## src/rtl/tapm_pkg.sv

```systemverilog
// Package for the two-axis PID move controller.
// Holds widths, register indexes, opcodes, status codes and the shared structs.
// No dependencies; every other file of the block imports it.
`default_nettype none

package tapm_pkg;

   // Encoder position and integral widths.
   localparam int POS_W  = 24;
   localparam int SUM_W  = 48;

   // Derived datapath widths.
   localparam int TGT_W  = 17;                 // signed move distance
   localparam int ERR_W  = POS_W + 2;          // goal and per-tick error
   localparam int DIFF_W = ERR_W + 1;          // error change for the D term
   localparam int AQ_W   = 32;                 // error magnitude, clamped to 2^31
   localparam int SQ_W   = 2 * AQ_W;           // squared error magnitude
   localparam int GAIN_W = 32;
   localparam int LIM_W  = 19;
   localparam int TOL_W  = 16;
   localparam int TSQ_W  = 2 * TOL_W;
   localparam int VEL_W  = 20;
   localparam int FRAC_W = 16;                 // Q32 sum down to Q16 output
   localparam int LO_W   = SUM_W / 2;          // integral split for the I product
   localparam int HI_W   = SUM_W - LO_W;
   localparam int ACC_W  = ((SUM_W > DIFF_W + 1) ? SUM_W : DIFF_W + 1) + 34;
   localparam int Q_W    = ACC_W - FRAC_W;

   // Configuration port.
   localparam int CSR_IDX_W  = 3;
   localparam int CSR_DATA_W = GAIN_W;

   localparam logic [CSR_IDX_W-1:0] REG_GAIN_P    = 3'd0;
   localparam logic [CSR_IDX_W-1:0] REG_GAIN_I    = 3'd1;
   localparam logic [CSR_IDX_W-1:0] REG_GAIN_D    = 3'd2;
   localparam logic [CSR_IDX_W-1:0] REG_VEL_LIMIT = 3'd3;
   localparam logic [CSR_IDX_W-1:0] REG_VEL_FLOOR = 3'd4;
   localparam logic [CSR_IDX_W-1:0] REG_TOLERANCE = 3'd5;

   localparam logic [GAIN_W-1:0] GAIN_P_RESET    = 32'd6442451;
   localparam logic [GAIN_W-1:0] GAIN_I_RESET    = 32'd215;
   localparam logic [GAIN_W-1:0] GAIN_D_RESET    = 32'd34359738;
   localparam logic [LIM_W-1:0]  VEL_LIMIT_RESET = 19'd65536;
   localparam logic [LIM_W-1:0]  VEL_FLOOR_RESET = 19'd0;
   localparam logic [TSQ_W-1:0]  TOL_SQ_RESET    = 32'd100;

   // Request opcodes; the unused code behaves as a cancel.
   localparam logic [1:0] OP_START  = 2'd0;
   localparam logic [1:0] OP_TICK   = 2'd1;
   localparam logic [1:0] OP_CANCEL = 2'd2;

   // Direction codes on a start.
   localparam logic [2:0] DIR_UP    = 3'd0;
   localparam logic [2:0] DIR_RIGHT = 3'd1;
   localparam logic [2:0] DIR_DOWN  = 3'd2;
   localparam logic [2:0] DIR_LEFT  = 3'd3;

   typedef enum logic [2:0] {
      ST_IDLE     = 3'd0,
      ST_STARTED  = 3'd1,
      ST_RUNNING  = 3'd2,
      ST_ARRIVED  = 3'd3,
      ST_ABORTED  = 3'd4,
      ST_CANCELED = 3'd5
   } status_type;

   // Pipeline strobes shared by both lanes.
   typedef struct packed {
      logic accept;
      logic advance;
      logic commit;
   } lane_ctrl_type;

   // Outcome of one item as decided by the merge stage.
   typedef struct packed {
      logic       load_goal;
      logic       load_sum;
      logic       load_last;
      logic       run;
      logic       active;
      status_type status;
   } decide_type;

endpackage

`default_nettype wire

```

## src/rtl/tapm_merge.sv

```systemverilog
// Merge stage of the PID move controller: joins both lanes' squared errors
// into the arrival test and decides status and state updates. Depends on tapm_pkg.
`default_nettype none

module tapm_merge
   import tapm_pkg::*;
(
   input  logic [1:0]       opcode,
   input  logic [2:0]       direction,
   input  logic             active,
   input  logic [SQ_W-1:0]  sq_x,
   input  logic [SQ_W-1:0]  sq_y,
   input  logic [TSQ_W-1:0] tol_sq,
   output decide_type       decide
);

   logic [SQ_W-1:0] dist_sq;
   logic            arrived;

   always_comb begin
      dist_sq = sq_x + sq_y;
      arrived = dist_sq < SQ_W'(tol_sq);

      decide           = '0;
      decide.active    = active;
      decide.status    = ST_IDLE;
      case (opcode)
         OP_START: begin
            if (direction inside {[DIR_UP:DIR_LEFT]}) begin
               decide.load_goal = 1'b1;
               decide.active    = 1'b1;
               decide.status    = ST_STARTED;
            end else begin
               decide.active    = 1'b0;
               decide.status    = ST_ABORTED;
            end
         end
         OP_TICK: begin
            if (active) begin
               decide.load_sum = 1'b1;
               if (arrived) begin
                  decide.active = 1'b0;
                  decide.status = ST_ARRIVED;
               end else begin
                  decide.load_last = 1'b1;
                  decide.run       = 1'b1;
                  decide.status    = ST_RUNNING;
               end
            end
         end
         default: begin
            decide.active = 1'b0;
            decide.status = ST_CANCELED;
         end
      endcase
   end

endmodule

`default_nettype wire

```

## config.mk

```make
export PLATFORM = sky130hd
export DESIGN_NAME = tapm_merge
export DESIGN_NICKNAME = d
export VERILOG_FILES = /design/src/rtl/tapm_pkg.sv /design/src/rtl/tapm_merge.sv
export SDC_FILE = /design/constraint.sdc
export NUM_CORES = 1
export LEC_CHECK = 0
export BUFFER_PORTS_ARGS = -buffer_cell sky130_fd_sc_hd__buf_2
export CAP_MARGIN = 25
export CORE_ASPECT_RATIO = 1.5
export CORE_MARGIN = 3
export CORE_UTILIZATION = 45
export DETAILED_ROUTE_END_ITERATION = 6
export GPL_TIMING_DRIVEN = 0
export PLACE_DENSITY_LB_ADDON = 0.08
export SLEW_MARGIN = 20
export SYNTH_ARGS = -nofsm -noshare
export SYNTH_HDL_FRONTEND = slang
export SYNTH_SLANG_ARGS = --single-unit
export TNS_END_PERCENT = 10
```

## constraint.sdc

```tcl
create_clock -name vclk -period 8.4
set_clock_uncertainty 0.1 [all_clocks]
set_input_delay 0.84 -clock vclk [all_inputs]
set_output_delay 0.84 -clock vclk [all_outputs]
set_load 0.02 [all_outputs]
```

==> results of run 1 <==
## per-stage QoR
step	hold WS [ns]	worst slack, ns	instance area, sq um	utilization
floorplan	1.688	2.496	5603	-
global placement	1.911	1.334	6655	0.5510
detailed placement	1.911	1.310	6655	0.5510
CTS	1.914	1.284	6655	0.5510
global route	1.925	1.057	6655	0.5510
finish	1.912	1.186	6655	0.5510
## tightest hold or removal path, stage by stage
cell and delay, ns:
buf_2 0.09, a21o_1 0.09, buf_2 0.15
## cell usage in the layout, fill, tap and decap left out, types with 6 or more instances in the layout
cell type,synthesis,final
a21oi_1,119,119
a21o_1,26,26
nand4_1,49,49
a211oi_1,10,10
nand2_1,99,99
o21ai_0,53,53
clkbuf_1,40,40
or3_1,6,6
nor2b_1,7,7
o21bai_1,13,13
o211ai_1,10,10
o21ai_1,17,17
xor2_1,22,22
nor2_1,79,79
buf_2,6,178
xnor2_1,22,22
nor3_1,25,25
ha_1,94,94
o21a_1,14,14
nand3_1,9,9
inv_1,46,46
nor4_1,10,10
## cell usage after synthesis, types with 22 or more instances
cell / instances / area [sq um]
nor3_1: 25 / 125.1
xor2_1: 22 / 192.7
o21ai_0: 53 / 265.3
nor2_1: 79 / 296.5
clkbuf_1: 40 / 150.1
inv_1: 46 / 172.7
a21o_1: 26 / 195.2
nand4_1: 49 / 306.5
ha_1: 94 / 1176
nand2_1: 99 / 371.6
xnor2_1: 22 / 192.7
a21oi_1: 119 / 595.6
## final timing paths
check	start	end	depth (start not counted)
worst max-delay path	sq_x[0]	decide[5]	24
worst min-delay path	direction[2]	decide[2]	3
## per-layer routing
metal,GRT usage,part of all wire,up-vias
met5,0,0,-
li1,-,-,3630
met1,0.3010,0.37,3319
met2,0.5546,0.52,286
met3,0.01662,0.048,70
met4,0.1383,0.060,0
## kinds of logic after synthesis
logic type,after synthesis,synth area share
mux,6,0.01117
xor+xnor,44,0.06878
fa+ha+maj,95,0.2135
compound gates,321,0.3642
simple gates,316,0.2774
buf+inv,94,0.06498
## layout make-up
cell class | instances | area share
well taps | 153 | 0.02876
multi-input cells | 782 | 0.7872
repair buffers | 172 | 0.1293
plain buffers | 48 | 0.02876
inverters | 46 | 0.02594
## power breakdown
part	internal (mW)	leakage (nW)	switching (mW)
clock network	0	0	0
logic	0.202	3.12	0.327
registers	0	0	0
total	0.202	3.12	0.327
==> summary.md, run 1 <==
| Metric | Value |
|---|---|
| Status | `complete, no violations` |
| Tot GR Track Use | `0.2816` |
| Period Utilization, post-route | `0.8588` |
| Final Total Pwr | `0.5293 mW` |
| Area grow syn2layout | `18.78%` |
| Synth Net Count | `1137` |
| CP Cell Sequence | `buf_2, ha_1, inv_1, fa_1, nand2b_1, a211oi_2, o21ai_1, a2111o_1, a211oi_2, nor2_1, xnor2_1, ha_1, nand4_1, nor4_1, o41ai_1, o211ai_1, a2111o_1, nor4_1, and4b_1, nand4_1, nor2b_1, a21oi_1, buf_4, buf_2` |
| Fmax | `0.1386 GHz` |
| Final Setup Violations | `0` |
| Total grt overflow | `0` |
| Post-Syn Area | `5603 sq um` |
| Die Y | `~140 microns` |
| Number of placed cells counting well taps | `approximately 1200` |
| Layout Nets | `about 1300` |
| Max-cap violations | `0` |
| Critical path endpoint category | `primary output` |
| Cell Rows | `approximately 50` |
| Std-Cell Core Area | `around 12000 sq um` |
| Power Density | `between 70 and 80 nW/um^2` |
| Antenna violations before repair | `0` |
| CTS resizes | `0` |
| Non-Filler Instances | `around 1200` |
| Slowest library cell on the worst path | `nor4_1` |
| Post-DR vias/cell | `between 6 and 7` |
| CP arrival | `approximately 6.3 ns` |
| Share of cells above drive strength 1 | `0.1851` |
| Worst Path Required | `roughly 7.5 ns` |
| Post-CTS setup buffers | `0` |
| Largest net degree at the start of global routing | `11` |
| Worst path bufs/invs | `4` |
| Relative slew slack | `0.3797` |
| Leakage power | `between 3 and 4 nW` |
| Worst-Margin Slew | `0.9220 ns` |
| Worst vdd rail ir drop | `between 0.03 and 0.04 mV` |
| CP top delay family | `compound AO/OA/AOI/OAI gates` |
| Post-route DRC violation count | `0` |
| First-pass GRT wire length | `between 30000 and 40000 microns` |
| Crit Path Max Fanout | `4` |
| Setup_tns | `0 ns` |
| Fin. Hold Viols | `0` |
| Slowest stage delay, CP | `between 0.8 and 0.9 ns` |
| Num sequential | `0` |
| RSZ-0062 raised after global routing | `false` |
| Slew Limit Fails | `0` |
| Routed WL per cell | `around 18 microns` |
| First-pass DRT Iterations | `5` |
| Die width | `about 100 microns` |
| Cell variety after synth | `between 70 and 80` |
| Ant diodes | `0` |
| Final min period | `about 7 ns` |
| GPL Wtd Cong | `about 1` |
| Seq/Total Area, Yosys | `0` |
| Avg Inst Size Synth | `about 6.4 sq um` |
| Detailed Place HPWL | `approximately 19000 microns` |
| Final WL | `between 20000 and 25000 microns` |
| Critical path class | `in2out` |
| IO buf count | `172` |
| CLK BUF | `0` |
| Fill count | `~1300` |
| Mapped Cells | `about 900` |
| Vias in the first global route | `around 6700` |
| Initial Util | `0.4639` |
| Post-DRT Antenna Nets | `0` |
| Worst min path class | `in2out` |
| DR vias | `roughly 7300` |
| DRT iter0 DRCs | `377` |
| Hold buffer count at cts | `0` |
| IO Count | `around 170` |
| Register area | `0 sq um` |
| Die Area | `13850 sq um` |
| Area of the multi-input gates | `~5200 sq um` |
| Critical path launch point type | `primary input` |
| Yosys warns | `0` |
No activity file was read; power rests on OpenSTA's default activity.
==> inputs of run 2 (changes only) <==
--- a/config.mk
+++ b/config.mk
@@ -7,7 +7,7 @@
 export LEC_CHECK = 0
 export BUFFER_PORTS_ARGS = -buffer_cell sky130_fd_sc_hd__buf_2
 export CAP_MARGIN = 25
-export CORE_ASPECT_RATIO = 1.5
+export CORE_ASPECT_RATIO = 1.4
 export CORE_MARGIN = 3
 export CORE_UTILIZATION = 45
 export DETAILED_ROUTE_END_ITERATION = 6
==> summary.md, run 2 (same netlist as run 1, synthesis figures left out) <==
| Metric | Value |
|---|---|
| Status | `complete, no violations` |
| DR vias | `7348 (+0.59%)` |
| Worst Path Required | `7.46 ns (about the same)` |
| RSZ-0062 raised after global routing | `false` |
| Most common cell after layout, fill and taps aside | `buf_2` |
| Seq pwr share | `0 (unchanged)` |
| Initial Util | `0.4670 (+0.003145)` |
| Clock network fraction of total power | `0 (unchanged)` |
| Vias in the first global route | `7196 (+7.6%)` |
| Register area | `0 sq um (unchanged)` |
| Std-Cell Core Area | `12000 sq um (-0.67%)` |
| Layout Nets | `1311 (unchanged)` |
| Slowest stage delay, CP | `0.77 ns (-0.09 ns)` |
| Post-CTS setup buffers | `0 (unchanged)` |
| Post-Place Worst Slack | `1.341 ns (+0.03090 ns)` |
| Final Total Pwr | `0.5334 mW (+0.78%)` |
| Antenna violations before repair | `0 (unchanged)` |
| Share of cells above drive strength 1 | `0.1851 (unchanged)` |
| Cell Rows | `47 (-4.1%)` |
| Slew Limit Fails | `0 (unchanged)` |
| Fmax | `0.1419 GHz (+2.3%)` |
| Detailed Place HPWL | `19430 microns (+3.5%)` |
| Relative slew slack | `0.4095 (+0.02976)` |
| GPL Wtd Cong | `1.035 (+3.7%)` |
| Routed WL per cell | `18.47 microns (+4.1%)` |
| Final min period | `7.049 ns (-0.1643 ns)` |
| Total grt overflow | `0 (unchanged)` |
| IO Count | `174 (unchanged)` |
| Logic pwr share | `1.000 (about the same)` |
| Num sequential | `0 (unchanged)` |
| Max-cap violations | `0 (unchanged)` |
| Final Setup Violations | `0 (unchanged)` |
| Tot GR Track Use | `0.3039 (+0.02233)` |
| Power Density | `80.24 nW/um^2 (+0.89%)` |
| CP arrival | `6.11 ns (-0.16 ns)` |
| First-pass GRT wire length | `34710 microns (+7.5%)` |
| Die Area | `13840 sq um (about the same)` |
| CP top delay family | `compound AO/OA/AOI/OAI gates` |
| Worst vdd rail ir drop | `0.04812 mV (+39%)` |
| Die Y | `138.0 microns (-3.2%)` |
| Worst-Margin Slew | `0.8777 ns (-0.04424 ns)` |
| Worst path bufs/invs | `4 (unchanged)` |
| Setup_tns | `0 ns (unchanged)` |
| Crit Path Max Fanout | `4 (unchanged)` |
| Fin. Hold Viols | `0 (unchanged)` |
| Final WL | `22070 microns (+3.6%)` |
| DRT iter0 DRCs | `409 (+8.5%)` |
| Final setup margin | `1.351 ns (+0.1643 ns)` |
| Leakage power | `3.120 nW (unchanged)` |
| Critical path endpoint category | `primary output` |
| Largest net degree at the start of global routing | `11 (unchanged)` |
| CTS resizes | `0 (unchanged)` |
| Switching power | `0.3316 mW (+1.3%)` |
| Internal | `0.2018 mW (about the same)` |
| Die width | `100.3 microns (+3.3%)` |
| Most frequent cells in the layout | `buf_2, a21oi_1, nand2_1` |
| CLK BUF | `0 (unchanged)` |
| Period Utilization, post-route | `0.8392 (-0.01956)` |
| First-pass DRT Iterations | `5 (unchanged)` |
| Worst min path class | `in2out` |
| Area grow syn2layout | `18.65%` |
| Ant diodes | `0 (unchanged)` |
| IO buf count | `172 (unchanged)` |
| Switching share of power | `0.6216 (+0.003107)` |
| Post-route DRC violation count | `0 (unchanged)` |
| Slowest library cell on the worst path | `nor4_1` |
| Post-DRT Antenna Nets | `0 (unchanged)` |
| Critical path class | `in2out` |
| Post-DR vias/cell | `6.149 (+1.1%)` |
| CP Cell Sequence | `buf_2, ha_1, inv_1, fa_1, nand2b_1, a211oi_2, o21ai_1, a2111o_1, nand2_1, a21oi_1, xnor2_1, ha_1, nand4_1, nor4_1, o41ai_1, o211ai_1, a2111o_1, nor4_1, and4b_1, nand4_1, nor2b_1, a21oi_1, buf_4, buf_2` |
| Critical path launch point type | `primary input` |
| Hold buffer count at cts | `0 (unchanged)` |
run 2: cell counts in the layout (fill, tap and decap cells not counted):
Identical to the previous run, type by type.
run 2: routing by layer:
layer | wire, microns | track usage | share of wire
met5 | 0 | 0 | 0
met4 | 1175 | 0.1348 | 0.053
met3 | 1029 | 0.01915 | 0.047
met2 | 11490 | 0.5769 | 0.52
met1 | 8376 | 0.3360 | 0.38
run 2: worst paths after layout:
| kind | from | endpoint | cells past startpoint |
|---|---|---|---|
| setup / recovery | sq_x[0] | decide[5] | 24 |
| hold / removal | direction[2] | decide[2] | 3 |
run 2: final cells by class:
class	count	area, sq um
well taps	147	183.9
repair buffers	172	860.8
plain buffers	48	191.4
inverters	46	172.7
multi-input cells	782	5239
fillers	1344	5349
run 2: worst min-delay path, stage by stage:
cell and delay (ns):
buf_2 0.09, a21o_1 0.09, buf_2 0.15
run 2: power by group through the flow:
stage	sequential [mW]	combinational, mW	clock (mW)
floorplan	0	0.361	0
global placement	0	0.521	0
detailed placement	0	0.525	0
CTS	0	0.528	0
global route	0	0.592	0
finish	0	0.533	0
run 2: per-stage QoR:
| step | instances | util | hold WS, ns | instance area, sq um |
|---|---|---|---|---|
| 2_1_floorplan | 876 | - | 1.688 | 5603 |
| 3_3_place_gp | 1195 | 0.5541 | 1.907 | 6648 |
| 3_5_place_dp | 1195 | 0.5541 | 1.911 | 6648 |
| 4_1_cts | 1195 | 0.5541 | 1.911 | 6648 |
| 5_1_grt | 1195 | 0.5541 | 1.948 | 6648 |
| 6_report | 1195 | 0.5541 | 1.913 | 6648 |
